--- src/rtl/vfe_pkg.sv ---
// Package for the video-transmitter command frame encoder.
// Holds the request and result payload types, the queue entry type and frame constants.
// Depends on nothing; every other file of the block refers to it by scoped names.
package vfe_pkg;

    // Request payload as it arrives on the input channel.
    typedef struct packed {
        logic       mode;
        logic [6:0] cmd_id;
        logic [7:0] payload_len;
        logic [7:0] payload_byte;
    } in_item_t;

    // Result payload: one frame byte per transfer.
    typedef struct packed {
        logic [7:0] out_byte;
        logic       frame_end;
    } out_item_t;

    // Request modes.
    localparam logic MODE_START   = 1'b0;
    localparam logic MODE_PAYLOAD = 1'b1;

    // Frame constants.
    localparam logic [7:0] FRAME_LEAD = 8'h00;
    localparam logic [7:0] HDR_FIRST  = 8'hAA;
    localparam logic [7:0] HDR_SECOND = 8'h55;
    localparam logic [7:0] CRC_POLY   = 8'hD5;

    // Work kinds handed from the front to the back.
    typedef enum logic {
        OP_START,
        OP_PAYLOAD
    } op_t;

    // One classified request waiting for the back end.
    typedef struct packed {
        op_t        op;
        logic [7:0] arg;
        logic [7:0] len;
        logic       last;
    } cmd_t;

    // Queue sizing.
    localparam int QUEUE_DEPTH = 4;
    localparam int QUEUE_AW    = $clog2(QUEUE_DEPTH);
    localparam int QUEUE_CW    = $clog2(QUEUE_DEPTH + 1);

    // Byte sequencer steps of the back end.
    typedef enum logic [2:0] {
        STEP_FIRST,
        STEP_HDR1,
        STEP_HDR2,
        STEP_CMD,
        STEP_LEN,
        STEP_CRC
    } step_t;

endpackage

--- src/rtl/vfe_front.sv ---
// Front end of the command frame encoder: accepts requests and classifies them.
// Tracks the open frame and its remaining payload count; depends on vfe_pkg.
module vfe_front (
    input  logic             aclk,
    input  logic             aresetn,
    input  logic             s_valid,
    output logic             s_ready,
    input  vfe_pkg::in_item_t s_data,
    input  logic             q_full,
    output logic             q_push,
    output vfe_pkg::cmd_t    q_entry
);

    logic       frame_open_reg, frame_open_next;
    logic [7:0] bytes_left_reg, bytes_left_next;
    logic       accept;
    logic       is_start;

    // A request is taken whenever the queue has room.
    assign s_ready  = !q_full;
    assign accept   = s_valid && s_ready;
    assign is_start = (s_data.mode == vfe_pkg::MODE_START);

    // Classify the request and update the frame tracking state.
    always_comb begin
        frame_open_next = frame_open_reg;
        bytes_left_next = bytes_left_reg;
        q_push          = 1'b0;
        q_entry.op      = is_start ? vfe_pkg::OP_START : vfe_pkg::OP_PAYLOAD;
        q_entry.arg     = is_start ? {s_data.cmd_id, 1'b1} : s_data.payload_byte;
        q_entry.len     = s_data.payload_len;
        q_entry.last    = is_start ? (s_data.payload_len == 8'd0)
                                   : (bytes_left_reg == 8'd1);
        if (accept) begin
            if (is_start) begin
                q_push          = 1'b1;
                frame_open_next = (s_data.payload_len != 8'd0);
                bytes_left_next = s_data.payload_len;
            end else if (frame_open_reg) begin
                q_push          = 1'b1;
                bytes_left_next = bytes_left_reg - 8'd1;
                frame_open_next = (bytes_left_reg != 8'd1);
            end
        end
    end

    // Frame tracking registers.
    always_ff @(posedge aclk) begin
        if (!aresetn) begin
            frame_open_reg <= 1'b0;
            bytes_left_reg <= 8'd0;
        end else begin
            frame_open_reg <= frame_open_next;
            bytes_left_reg <= bytes_left_next;
        end
    end

    // A frame is open exactly while payload bytes are still owed.
    a_open_matches_count: assert property (@(posedge aclk) disable iff (!aresetn)
        frame_open_reg == (bytes_left_reg != 8'd0))
        else $error("frame_open disagrees with bytes_left");

endmodule

--- src/rtl/vfe_queue.sv ---
// Short request queue between the front and back ends of the frame encoder.
// Register-based FIFO of classified requests; depends on vfe_pkg.
module vfe_queue (
    input  logic          aclk,
    input  logic          aresetn,
    input  logic          push,
    input  vfe_pkg::cmd_t push_entry,
    input  logic          pop,
    output vfe_pkg::cmd_t head,
    output logic          empty,
    output logic          full
);

    vfe_pkg::cmd_t                  mem [vfe_pkg::QUEUE_DEPTH];
    logic [vfe_pkg::QUEUE_AW-1:0]   wr_ptr_reg, wr_ptr_next;
    logic [vfe_pkg::QUEUE_AW-1:0]   rd_ptr_reg, rd_ptr_next;
    logic [vfe_pkg::QUEUE_CW-1:0]   count_reg, count_next;

    localparam logic [vfe_pkg::QUEUE_AW-1:0] LAST_PTR =
        vfe_pkg::QUEUE_AW'(vfe_pkg::QUEUE_DEPTH - 1);
    localparam logic [vfe_pkg::QUEUE_CW-1:0] FULL_COUNT =
        vfe_pkg::QUEUE_CW'(vfe_pkg::QUEUE_DEPTH);

    assign empty = (count_reg == '0);
    assign full  = (count_reg == FULL_COUNT);
    assign head  = mem[rd_ptr_reg];

    // Pointer and occupancy update.
    always_comb begin
        wr_ptr_next = wr_ptr_reg;
        rd_ptr_next = rd_ptr_reg;
        count_next  = count_reg;
        if (push) begin
            wr_ptr_next = (wr_ptr_reg == LAST_PTR) ? '0 : wr_ptr_reg + 1'b1;
        end
        if (pop) begin
            rd_ptr_next = (rd_ptr_reg == LAST_PTR) ? '0 : rd_ptr_reg + 1'b1;
        end
        if (push && !pop) begin
            count_next = count_reg + 1'b1;
        end else if (pop && !push) begin
            count_next = count_reg - 1'b1;
        end
    end

    always_ff @(posedge aclk) begin
        if (!aresetn) begin
            wr_ptr_reg <= '0;
            rd_ptr_reg <= '0;
            count_reg  <= '0;
        end else begin
            wr_ptr_reg <= wr_ptr_next;
            rd_ptr_reg <= rd_ptr_next;
            count_reg  <= count_next;
        end
    end

    // Entry storage needs no reset.
    always_ff @(posedge aclk) begin
        if (push) begin
            mem[wr_ptr_reg] <= push_entry;
        end
    end

    a_no_push_full: assert property (@(posedge aclk) disable iff (!aresetn)
        full |-> !push)
        else $error("queue written while full");

    a_no_pop_empty: assert property (@(posedge aclk) disable iff (!aresetn)
        empty |-> !pop)
        else $error("queue read while empty");

endmodule

--- src/rtl/vfe_back.sv ---
// Back end of the command frame encoder: byte sequencer, CRC-8 and output register.
// Emits one frame byte per cycle from the queue head unless stalled; depends on vfe_pkg.
module vfe_back (
    input  logic               aclk,
    input  logic               aresetn,
    input  vfe_pkg::cmd_t      q_head,
    input  logic               q_empty,
    output logic               q_pop,
    output logic               m_valid,
    input  logic               m_ready,
    output vfe_pkg::out_item_t m_data
);

    vfe_pkg::step_t     step_reg, step_next;
    logic [7:0]         crc_reg, crc_next;
    logic               out_valid_reg, out_valid_next;
    vfe_pkg::out_item_t out_data_reg, out_data_next;
    logic               load;
    logic               active;
    logic [7:0]         emit_byte;
    logic               emit_end;
    logic               covered;
    logic               crc_clear;
    logic               final_step;

    // One CRC-8 byte update, MSB first.
    function automatic logic [7:0] crc_update(input logic [7:0] crc, input logic [7:0] b);
        logic [7:0] c;
        c = crc ^ b;
        for (int i = 0; i < 8; i++) begin
            c = c[7] ? ((c << 1) ^ vfe_pkg::CRC_POLY) : (c << 1);
        end
        return c;
    endfunction

    // The output register takes a byte when it is empty or being drained.
    assign load   = !out_valid_reg || m_ready;
    assign active = !q_empty && load;
    assign q_pop  = active && final_step;

    // Step decode: byte to send, CRC handling and the following step.
    always_comb begin
        emit_byte  = vfe_pkg::FRAME_LEAD;
        emit_end   = 1'b0;
        covered    = 1'b0;
        crc_clear  = 1'b0;
        final_step = 1'b0;
        step_next  = step_reg;
        unique case (step_reg)
            vfe_pkg::STEP_FIRST: begin
                if (q_head.op == vfe_pkg::OP_START) begin
                    emit_byte = vfe_pkg::FRAME_LEAD;
                    crc_clear = 1'b1;
                    step_next = vfe_pkg::STEP_HDR1;
                end else begin
                    emit_byte  = q_head.arg;
                    covered    = 1'b1;
                    final_step = !q_head.last;
                    step_next  = q_head.last ? vfe_pkg::STEP_CRC : vfe_pkg::STEP_FIRST;
                end
            end
            vfe_pkg::STEP_HDR1: begin
                emit_byte = vfe_pkg::HDR_FIRST;
                covered   = 1'b1;
                step_next = vfe_pkg::STEP_HDR2;
            end
            vfe_pkg::STEP_HDR2: begin
                emit_byte = vfe_pkg::HDR_SECOND;
                covered   = 1'b1;
                step_next = vfe_pkg::STEP_CMD;
            end
            vfe_pkg::STEP_CMD: begin
                emit_byte = q_head.arg;
                covered   = 1'b1;
                step_next = vfe_pkg::STEP_LEN;
            end
            vfe_pkg::STEP_LEN: begin
                emit_byte  = q_head.len;
                covered    = 1'b1;
                final_step = !q_head.last;
                step_next  = q_head.last ? vfe_pkg::STEP_CRC : vfe_pkg::STEP_FIRST;
            end
            vfe_pkg::STEP_CRC: begin
                emit_byte  = crc_reg;
                emit_end   = 1'b1;
                final_step = 1'b1;
                step_next  = vfe_pkg::STEP_FIRST;
            end
            default: begin
                step_next = vfe_pkg::STEP_FIRST;
            end
        endcase
    end

    // Next values of the sequencer, the CRC and the output register.
    always_comb begin
        crc_next       = crc_reg;
        out_valid_next = out_valid_reg;
        out_data_next  = out_data_reg;
        if (active) begin
            if (crc_clear) begin
                crc_next = 8'd0;
            end else if (covered) begin
                crc_next = crc_update(crc_reg, emit_byte);
            end
            out_valid_next          = 1'b1;
            out_data_next.out_byte  = emit_byte;
            out_data_next.frame_end = emit_end;
        end else if (m_ready) begin
            out_valid_next = 1'b0;
        end
    end

    always_ff @(posedge aclk) begin
        if (!aresetn) begin
            step_reg      <= vfe_pkg::STEP_FIRST;
            crc_reg       <= 8'd0;
            out_valid_reg <= 1'b0;
        end else begin
            step_reg      <= active ? step_next : step_reg;
            crc_reg       <= crc_next;
            out_valid_reg <= out_valid_next;
        end
    end

    // Output payload needs no reset.
    always_ff @(posedge aclk) begin
        out_data_reg <= out_data_next;
    end

    assign m_valid = out_valid_reg;
    assign m_data  = out_data_reg;

    // A request in progress stays at the queue head until its last byte.
    a_busy_has_head: assert property (@(posedge aclk) disable iff (!aresetn)
        (step_reg != vfe_pkg::STEP_FIRST) |-> !q_empty)
        else $error("sequencer mid-request with an empty queue");

    // A frame end byte is only ever loaded from the CRC step.
    a_end_from_crc: assert property (@(posedge aclk) disable iff (!aresetn)
        (active && emit_end) |-> (step_reg == vfe_pkg::STEP_CRC) && q_pop)
        else $error("frame end outside the CRC step");

endmodule

--- src/rtl/vtx_command_frame_encoder_unit.sv ---
// Path: an accepted request, unless a payload request with no frame open, is written into a
// queue entry; at the queue head its first byte enters the m_data output register once free.
// Throughput: one byte per cycle unless stalled by m_ready or an empty queue; a start request
// yields five bytes, or six with its CRC byte, a payload request one, or two with the CRC byte.
// A four-entry queue lets the front keep accepting requests while the back sequences bytes.
// Reset: synchronous, active-low aresetn clears the queue, frame state, CRC and output valid.
module vtx_command_frame_encoder_unit (
    input  logic               aclk,
    input  logic               aresetn,
    input  logic               s_valid,
    output logic               s_ready,
    input  vfe_pkg::in_item_t  s_data,
    output logic               m_valid,
    input  logic               m_ready,
    output vfe_pkg::out_item_t m_data
);

    logic          q_push;
    logic          q_pop;
    logic          q_empty;
    logic          q_full;
    vfe_pkg::cmd_t q_entry;
    vfe_pkg::cmd_t q_head;

    // Request classification and frame tracking.
    vfe_front u_front (
        .aclk    (aclk),
        .aresetn (aresetn),
        .s_valid (s_valid),
        .s_ready (s_ready),
        .s_data  (s_data),
        .q_full  (q_full),
        .q_push  (q_push),
        .q_entry (q_entry)
    );

    // Queue between the two ends.
    vfe_queue u_queue (
        .aclk       (aclk),
        .aresetn    (aresetn),
        .push       (q_push),
        .push_entry (q_entry),
        .pop        (q_pop),
        .head       (q_head),
        .empty      (q_empty),
        .full       (q_full)
    );

    // Byte sequencing, CRC and result register.
    vfe_back u_back (
        .aclk    (aclk),
        .aresetn (aresetn),
        .q_head  (q_head),
        .q_empty (q_empty),
        .q_pop   (q_pop),
        .m_valid (m_valid),
        .m_ready (m_ready),
        .m_data  (m_data)
    );

endmodule

--- config.mk ---
export PLATFORM = sky130hd
export DESIGN_NAME = vtx_command_frame_encoder_unit
export DESIGN_NICKNAME = d
export VERILOG_FILES = /design/src/rtl/vfe_pkg.sv /design/src/rtl/vfe_front.sv /design/src/rtl/vfe_queue.sv /design/src/rtl/vfe_back.sv /design/src/rtl/vtx_command_frame_encoder_unit.sv
export SDC_FILE = /design/constraint.sdc
export NUM_CORES = 1
export LEC_CHECK = 0
export ABC_AREA = 1
export CAP_MARGIN = 5
export CORE_ASPECT_RATIO = 1.5
export CORE_MARGIN = 4
export CORE_UTILIZATION = 57
export DETAILED_ROUTE_END_ITERATION = 12
export DONT_BUFFER_PORTS = 1
export PLACE_DENSITY = 0.87
export SYNTH_ARGS = -nofsm -noshare
export SYNTH_HDL_FRONTEND = slang
export SYNTH_SLANG_ARGS = --single-unit
--- constraint.sdc ---
create_clock -name aclk -period 2.95 [get_ports aclk]
set_clock_uncertainty 0.1 [all_clocks]
set_input_delay 0.885 -clock aclk [delete_from_list [all_inputs] [get_ports aclk]]
set_output_delay 0.885 -clock aclk [all_outputs]
set_load 0.05 [all_outputs]
==> impl_metrics.py, run 1 <==
metrics = {
    "timing": {
        "final-hold-violation-count": 0,
        "worstMarginPinSlew_ns": 0.653,
        "hold_slack_ns": 0.374,
        "finalSetupTns_ns": 0,
        "slew_headroom_pct": 56.2,
        "period_share_pct": 90.8,
        "fin_crit_ns": 2.68,
        "final-setup-viol-count": 0,
        "max_freq_mhz": 373,
        "maxSlewViolCount": 0,
    },
    "placed_design": {
        "place.gp.congestion": 0.848,
        "io_buffer_count": 0,
        "dp_cells": 665,
        "hpwlAfterDp_um": 7950,
    },
    "detailed_routing": {
        "vias": 3976,
        "drc_errors": 0,
        "drtIter0Drc": 363,
        "wl_per_cell_um": 16.9,
        "firstDrtPassIters": 8,
        "antenna_left": 0,
        "viasPerCell": 5.82,
        "detail_route.wirelength_um": 11500,
    },
    "setup_path": {
        "worstPathCellList": "inv_1 -> buf_4 -> a21oi_1 -> a32o_1 -> nand2_1 -> a21oi_1 -> inv_1 -> ha_1 -> inv_1 -> fa_1 -> o21ai_0 -> a21oi_1",
        "cp.required_ns": 3.09,
        "slowest_delay_ns": 0.42,
        "worstPathMaxFanout": 11,
        "cp.arrival_ns": 2.82,
        "cp_slowest_cell": "fa_1",
        "crit_path_start_kind": "flop",
        "setup.worst_path.end_class": "flop",
        "critPathKind": "reg -> reg",
    },
    "yosys": {
        "synth_cell_types": 44,
        "synthAdderAreaFrac_pct": 2.25,
        "syn_area_per_cell_um2": 9.64,
        "synth_mux_area_share_pct": 0,
        "ys_warn_count": 0,
        "synth_compound_area_share_pct": 10.0,
        "synth_cells": 553,
        "yosys.area.top_type": "edfxtp_1",
        "ys.flop_type": "edfxtp_1",
        "synth-simple-area-share_pct": 23.1,
        "ys_ff_latch": 111,
        "synth-seq-area-share_pct": 56.9,
        "synth_fp_nets": 590,
        "yosysMostFrequentCell": "nand2_1",
        "synth_top_family_by_area": "simple AND/OR/NAND/NOR gates",
        "synth_common_cells": "127 x nand2_1, 81 x edfxtp_1, 59 x nand3_1",
        "yosysTopAreaCellShare_pct": 45.6,
        "synthArstFlopShare_pct": 0,
        "synth_area_leaders": "edfxtp_1 46%, dfxtp_1 11%, nand2_1 8.9%, nand3_1 5.5%, o21ai_0 3.2%",
        "synth_edf_count": 81,
        "synth_area_um2": 5330,
        "synthXorXnorAreaFrac_pct": 1.78,
    },
    "cells_and_area": {
        "largest_register_ffs": 72,
        "multi_input_area_um2": 1990,
        "final_cells": 683,
        "largest-register": "u_queue.mem",
        "drive_above_1_share_pct": 14.9,
        "n_antenna_cell": 0,
        "nets": 603,
        "fin_util_pct": 63.1,
        "ff_latch_area_um2": 3030,
        "fillers": 683,
        "area_delta_synth_final_pct": 8.92,
    },
    "die": {
        "die_w_um": 87.0,
        "io_pins": 39,
        "core_area_um2": 9200,
        "die_area_um2": 11000,
        "std_cell_rows": 43,
        "start_util_pct": 58.0,
        "die_h_um": 126,
    },
    "power_and_ir_drop": {
        "ir_drop_uv": 900,
        "power-per-cell-area_nw_per_um2": 1260,
        "intPower_mw": 3.89,
        "pwr-share-clk_pct": 16.1,
        "switchingPower_mw": 3.40,
        "p_leak_nw": 2.29,
        "swShare_pct": 46.6,
        "combPwrFrac_pct": 51.5,
        "p_seq_share_pct": 32.4,
    },
    "clocking": {
        "cts_tree": "yes",
        "clk_latency_ns": 0.36,
        "numCtsBuffers": 9,
        "postCtsHoldBufs": 0,
        "cts_buffer_depth": 2,
        "cts.sinks": 111,
        "htreeDepth": 3,
        "cts_root_buffer": "clkbuf_16",
        "path_clk_slew_ns": 0.07,
    },
    "grt": {
        "grt_pass1_wl_um": 19300,
        "grt_max_degree": 33,
        "grt_pass1_vias": 4081,
        "antenna_found_initial": 0,
        "grt_remaining_overflow": 0,
        "grt_use_total_pct": 22.8,
    },
    "worst_hold_path": {
        "hp-class": "reg -> reg",
    },
    "job": {
        "drv_cap": 0,
    },
    "outcome": {
        "status": "complete, no violations",
    },
}
critical path: cells and delay by family (launching register included):
family                   cells  cell delay [ns]
adder cells (fa/ha/maj)      2             0.61
buffers and inverters        4             0.56
AND/OR/NAND/NOR              1             0.07
flip-flops                   1             0.38
AO/OA/AOI/OAI                5             0.85
cell families (layout without fill, tap and decap cells):
kind of cell / count (synthesis) / count (layout)
buf+inv: 69 / 87
flops: 111 / 111
compound gates: 93 / 93
simple gates: 261 / 261
fa+ha+maj: 9 / 9
xor+xnor: 10 / 10
power by group through the flow:
stage | combinational [mW] | sequential, mW | clock [mW]
4_1_cts | 3.72 | 2.36 | 1.19
2_1_floorplan | 2.93 | 2.37 | 0
6_report | 3.75 | 2.36 | 1.18
5_1_grt | 4.25 | 2.39 | 1.26
3_5_place_dp | 3.69 | 2.39 | 0
3_3_place_gp | 3.53 | 2.38 | 0
cell type report:
cell class	count	share of cell area (%)
flip-flops and latches	111	52.2
multi-input cells	373	34.2
clock buffers	12	4.61
inverters	52	3.36
repair buffers	19	2.67
well taps	112	2.41
clock inverters	4	0.474
placed cells by master, fill, tap and decap left out, types with 3 or more instances in the layout:
cell type	instances
nand2_1	127
edfxtp_1	81
nand3_1	59
inv_1	41
nor2_1	34
o21ai_0	34
a21oi_1	29
dfxtp_1	29
buf_4	18
nand2_2	16
clkbuf_16	10
nand2_4	9
o22ai_1	9
inv_2	8
ha_1	8
xor2_1	6
nand3_2	5
a211oi_1	5
clkinv_1	4
o21ai_1	3
or2_2	3
xnor2_1	3
o211ai_1	3
worst paths after layout:
| kind | from | endpoint | slack (ns) | depth (start not counted) |
|---|---|---|---|---|
| hold reg to reg | u_front.frame_open_reg | u_front.frame_open_reg | 0.37 | 2 |
| setup reg to reg | flop | u_queue.count_reg[1] | 0.27 | 12 |
| hold / removal | u_front.frame_open_reg | u_front.frame_open_reg | 0.37 | 2 |
| setup / recovery | flop | u_queue.count_reg[1] | 0.27 | 12 |
through the flow:
| stage | setup slack (ns) | total power [mW] | area (um2) |
|---|---|---|---|
| after floorplan | 0.0663 | 5.30 | 5340 |
| after global placement | 0.352 | 5.91 | 5500 |
| after detailed placement | 0.219 | 6.08 | 5500 |
| after CTS | 0.244 | 7.28 | 5790 |
| after global routing | -0.0586 | 7.89 | 5810 |
| final | 0.271 | 7.29 | 5810 |
layer usage:
metal	share of wire, %	track usage, %	vias up
li1	-	-	1913
met1	36	24.3	1874
met2	54	40.7	153
met3	6.2	4.55	36
met4	4.3	13.0	0
met5	0	0	-
what timing repair did:
| action | CTS | global route |
|---|---|---|
| setup endpoints to repair | 0 | 5 |
| hold endpoints to repair | 0 | 0 |
| gates resized for setup | 0 | 1 |
| buffers inserted | 0 | 2 |
(Power assumes the default switching activity.)
==> run 2: changes to the inputs <==
- CELL_PAD_IN_SITES_DETAIL_PLACEMENT: not set -> 1
- CELL_PAD_IN_SITES_GLOBAL_PLACEMENT: not set -> 2
- CORE_UTILIZATION: 57 -> 37
- PLACE_DENSITY: 0.87 -> 0.88
==> run 2 against run 1 <==
Effect of this change:
- global-route usage down 5.2 points
- critical path type unchanged
- first-iteration DRC count down 27%
- wire length up 20%
- count of clock-buffer cells in the layout down 3
- combinational power up 5%
- clock power up 14%
- fmax down 0.61%
- cell area up 3.6%
- critical endpoint unchanged
- largest power group unchanged
==> impl_metrics.py, run 2 (synthesized netlist as in run 1, its figures left out) <==
metrics = {
    "placed_design": {
        "hpwlAfterDp_um": 9790,
        "dp_slack_ns": 0.134,
        "place.gp.congestion": 0.811,
        "io_buffer_count": 0,
    },
    "detailed_routing": {
        "viasPerCell": 5.19,
        "firstDrtPassIters": 4,
        "detail_route.wirelength_um": 13800,
        "vias": 3963,
        "drc_errors": 0,
        "drtIter0Drc": 265,
        "antenna_left": 0,
        "wl_per_cell_um": 18.1,
    },
    "cells_and_area": {
        "fin_util_pct": 42.8,
        "layout_commonest_cell": "nand2_1",
        "area_delta_synth_final_pct": 12.8,
        "largest_register_ffs": 72,
        "layout_common_cells": "127 x nand2_1, 81 x edfxtp_1, 58 x nand3_1, 41 x inv_1",
        "nets": 603,
        "n_antenna_cell": 0,
        "drive_above_1_share_pct": 15.8,
        "largest-register": "u_queue.mem",
    },
    "timing": {
        "final-setup-viol-count": 0,
        "period_share_pct": 91.4,
        "worstMarginPinSlew_ns": 0.712,
        "finalSetupTns_ns": 0,
        "fin_crit_ns": 2.70,
        "setup_ws_ns": 0.254,
        "rsz0062_at_grt": "false",
        "final-hold-violation-count": 0,
        "max_freq_mhz": 371,
        "maxSlewViolCount": 0,
        "slew_headroom_pct": 52.2,
    },
    "power_and_ir_drop": {
        "power-per-cell-area_nw_per_um2": 1270,
        "ir_drop_uv": 536,
        "p_seq_share_pct": 31.0,
        "p_leak_nw": 2.33,
        "switchingPower_mw": 3.58,
        "power_mw": 7.64,
        "combPwrFrac_pct": 51.4,
        "swShare_pct": 46.8,
        "intPower_mw": 4.06,
        "pwr-share-clk_pct": 17.5,
    },
    "grt": {
        "use_met3_pct": 3.28,
        "grtUsageMet1_pct": 18.6,
        "antenna_found_initial": 0,
        "grt_use_total_pct": 17.6,
        "grt_use_met2_pct": 34.1,
        "grt_pass1_vias": 4216,
        "grt_pass1_wl_um": 22300,
        "grt_remaining_overflow": 0,
        "grt_max_degree": 30,
        "grt-busiest-layer": "met2",
    },
    "setup_path": {
        "cp_slowest_cell": "dfxtp_4",
        "critPathKind": "reg -> reg",
        "cp.arrival_ns": 2.83,
        "crit_path_start_kind": "flop",
        "worstPathCellList": "buf_12 -> nand2_1 -> nand3_1 -> nand3_2 -> o21ai_0 -> nand2_1 -> a21oi_2 -> inv_1 -> ha_1 -> inv_1 -> fa_1 -> o21ai_0 -> a21oi_1",
        "worstPathMaxFanout": 15,
        "setup.worst_path.end_class": "flop",
        "cp.required_ns": 3.09,
        "cp_num_buf_inv": 3,
        "cp_top_family": "compound AO/OA/AOI/OAI gates",
        "slowest_delay_ns": 0.43,
    },
    "clocking": {
        "postCtsHoldBufs": 0,
        "cts.sinks": 111,
        "htreeDepth": 3,
        "clk_latency_ns": 0.35,
        "cts_tree": "yes",
        "path_clk_slew_ns": 0.07,
        "cts_buffer_depth": 2,
        "numCtsBuffers": 9,
        "cts_root_buffer": "clkbuf_16",
    },
    "die": {
        "die_w_um": 106,
        "io_pins": 39,
        "die_h_um": 155,
        "core_area_um2": 14100,
        "start_util_pct": 37.9,
        "std_cell_rows": 53,
        "die_area_um2": 16400,
    },
    "outcome": {
        "status": "complete, no violations",
    },
    "worst_hold_path": {
        "hp-class": "reg -> reg",
        "min_from": "u_back.crc_reg[2]",
    },
    "job": {
        "drv_cap": 0,
    },
}
## run 2: changes by cell type in the layout (fill, tap and decap cells not counted), sizes merged
cell    previous run  this run
buf               19        18
clkinv             5         3
inv               49        52
clkbuf            12        10
bufinv             0         2
## run 2: repair_timing
action,4_1_cts,5_1_grt
setup buffers,0,2
resized for setup,0,10
setup endpoints to repair,0,9
## run 2: layout make-up
class,instances,area (um2)
clock buffer,9,225
sequential,111,3040
multi-input combinational,373,2010
timing repair buffer,19,198
inverter,52,200
fill,1608,8040
tap,192,240
clock inverter,7,101
## run 2: path summary, 6_finish.rpt
path	cells after the start	slack (ns)	to
worst max-delay path	13	0.25	u_queue.count_reg[1]
worst max register to register	13	0.25	u_queue.count_reg[1]
worst min register to register	2	0.37	u_back.crc_reg[2]
worst min-delay path	2	0.37	u_back.crc_reg[2]
## run 2: worst min-delay path, cell delays in order (launching register included)
cell	delay, ns
dfxtp_1	0.32
nand2_1	0.06
a21oi_1	0.05
## run 2: layer usage
layer | vias up | part of all wire [%]
li1 | 1904 | -
met1 | 1953 | 38
met2 | 80 | 56
met3 | 26 | 3.4
met4 | 0 | 3.4
met5 | - | 0
## run 2: power groups by stage
stage	combinational [mW]	clock [mW]	sequential [mW]
floorplan	2.93	0	2.37
global placement	3.67	0	2.38
finish	3.93	1.34	2.37
global route	4.47	1.43	2.40
CTS	3.88	1.36	2.36
detailed placement	3.84	0	2.39
## run 2: stage by stage
stage	hold WS, ns	area, um2	instances
2_1_floorplan	0.344	5340	553
3_3_place_gp	0.356	5600	744
3_5_place_dp	0.368	5600	744
4_1_cts	0.379	5930	760
5_1_grt	0.402	6010	763
6_report	0.373	6010	763
==> run 3: changes to the inputs <==
==> constraint.sdc (replaced) <==
create_clock -name aclk -period 2.95 [get_ports aclk]
set_clock_uncertainty 0.1 [all_clocks]
set_input_delay 0.4425 -clock aclk [delete_from_list [all_inputs] [get_ports aclk]]
set_output_delay 0.4425 -clock aclk [all_outputs]
set_load 0.05 [all_outputs]
==> run 3 against run 2 <==
Effect of this change:
- die area is the same
- flip-flop and latch count is the same
- worst hold slack worse by 0.28 ns
- register-to-register slack hardly changed
- sequential power about the same
- worst setup slack worse by 0.014 ns
- cell area is 1.5% lower
- wire length is 2.5% lower
- total power down 2.5%
- via count is 1.3% lower
- critical endpoint is now u_back.crc_reg[2]
- highest routed layer unchanged
==> impl_metrics.py, run 3 (synthesized netlist as in run 1, its figures left out) <==
metrics = {
    "power_and_ir_drop": {
        "p_leak_nw": 2.29,
        "ir_drop_uv": 396,
        "power-per-cell-area_nw_per_um2": 1260,
    },
    "die": {
        "io_pins": 39,
        "die_area_um2": 16400,
        "die_h_um": 155,
        "std_cell_rows": 53,
        "die_w_um": 106,
        "core_area_um2": 14100,
        "start_util_pct": 37.9,
    },
    "clocking": {
        "cts_tree": "yes",
        "numCtsBuffers": 9,
        "path_clk_slew_ns": 0.08,
        "cts_root_buffer": "clkbuf_16",
        "clk_latency_ns": 0.34,
        "cts.sinks": 111,
        "cts_buffer_depth": 2,
        "htreeDepth": 3,
    },
    "cells_and_area": {
        "drive_above_1_share_pct": 15.0,
        "fillers": 1639,
        "largest-register": "u_queue.mem",
        "layout_commonest_cell": "nand2_1",
        "area_delta_synth_final_pct": 11.1,
        "nets": 600,
        "n_antenna_cell": 0,
        "largest_register_ffs": 72,
        "layout_common_cells": "127 x nand2_1, 81 x edfxtp_1, 59 x nand3_1, 41 x inv_1",
    },
    "timing": {
        "final-setup-viol-count": 0,
        "maxSlewViolCount": 0,
        "setup_ws_ns": 0.240,
        "worstMarginPinSlew_ns": 0.694,
        "final-hold-violation-count": 0,
        "fin_crit_ns": 2.71,
        "period_share_pct": 91.9,
        "hold_slack_ns": 0.0883,
        "max_freq_mhz": 369,
        "slew_headroom_pct": 53.4,
    },
    "grt": {
        "grt_max_degree": 29,
        "antenna_found_initial": 0,
        "grt_pass1_wl_um": 21300,
        "grt_use_total_pct": 16.8,
        "grt_remaining_overflow": 0,
        "grt_pass1_vias": 4154,
    },
    "setup_path": {
        "critPathKind": "reg -> reg",
        "rr_worst_depth": 17,
        "cp.required_ns": 3.11,
        "cp.arrival_ns": 2.87,
        "r2r_slack_ns": 0.24,
        "crit_end": "u_back.crc_reg[2]",
        "crit_path_start_kind": "flop",
        "setup.worst_path.end_class": "flop",
        "worstPathMaxFanout": 10,
        "reg2reg_to": "u_back.crc_reg[2]",
    },
    "placed_design": {
        "dp_slack_ns": 0.0995,
        "hpwlAfterDp_um": 9850,
        "place.gp.congestion": 0.896,
        "io_buffer_count": 0,
    },
    "detailed_routing": {
        "viasPerCell": 5.15,
        "vias": 3911,
        "wl_per_cell_um": 17.7,
        "antenna_left": 0,
        "detail_route.wirelength_um": 13500,
        "firstDrtPassIters": 4,
        "drtIter0Drc": 244,
        "drc_errors": 0,
    },
    "worst_hold_path": {
        "hold_depth": 0,
        "hp-class": "in -> reg",
    },
    "outcome": {
        "status": "complete, no violations",
    },
    "job": {
        "drv_cap": 0,
    },
}
run 3: final cells by class:
| type | instances | area, um2 | share of cell area (%) |
|---|---|---|---|
| clock buffer | 11 | 264 | 4.46 |
| clock inverter | 5 | 45.0 | 0.761 |
| inverter | 52 | 198 | 3.34 |
| multi-input combinational | 373 | 2000 | 33.8 |
| sequential | 111 | 3030 | 51.2 |
| tap | 192 | 240 | 4.06 |
| timing repair buffer | 16 | 136 | 2.30 |
run 3: stage by stage:
stage,TNS (ns),instances,instance area [um2],power (mW),utilization (%)
floorplan,0,553,5330,5.29,-
global placement,0,743,5580,6.13,39.7
detailed placement,0,743,5580,6.23,39.7
CTS,0,759,5890,7.49,41.9
global route,-0.0242,760,5920,8.07,42.1
finish,0,760,5920,7.45,42.1
run 3: layer usage:
layer,routed length (um),track usage [%],part of all wire (%),vias up
met4,426,8.21,3.2,0
met1,4920,17.4,36,1923
met5,0,0,0,-
li1,-,-,-,1903
met2,7640,32.2,57,60
met3,503,3.03,3.7,25
run 3: how the worst min path moves through the flow:
stage	from	to	slack, ns
floorplan	u_front.frame_open_reg	u_front.frame_open_reg	0.34
global placement	u_front.frame_open_reg	u_front.frame_open_reg	0.36
detailed placement	u_back.crc_reg[2]	u_back.crc_reg[2]	0.37
CTS	s_data[13]	u_queue.mem[3][6]	0.08
global route	s_data[12]	u_queue.mem[2][5]	0.07
finish	s_data[14]	u_queue.mem[0][7]	0.09
run 3: report_power, final:
group	switching (mW)	internal [mW]
clock network	0.578	0.664
registers	0.377	1.99
logic	2.60	1.24
total	3.56	3.90
run 3: worst max-delay path, stage by stage (launching register included):
cell	delay, ns
dfxtp_1	0.32
inv_1	0.21
buf_4	0.25
o21ai_0	0.11
o22ai_1	0.16
nand2_1	0.12
nand2_2	0.11
xnor2_1	0.15
nand3_1	0.14
nand2_2	0.13
nand2_2	0.07
nand3_1	0.16
nand2_2	0.13
nand2_2	0.11
nand2_2	0.07
nand2_1	0.08
nand3_1	0.08
a21oi_1	0.12
run 3: repair_timing:
action | CTS | global route
setup buffers | 0 | 1
endpoints found under the setup margin | 0 | 9
resized for setup | 0 | 7
hold buffers | 0 | 0
endpoints found under the hold margin | 0 | 0
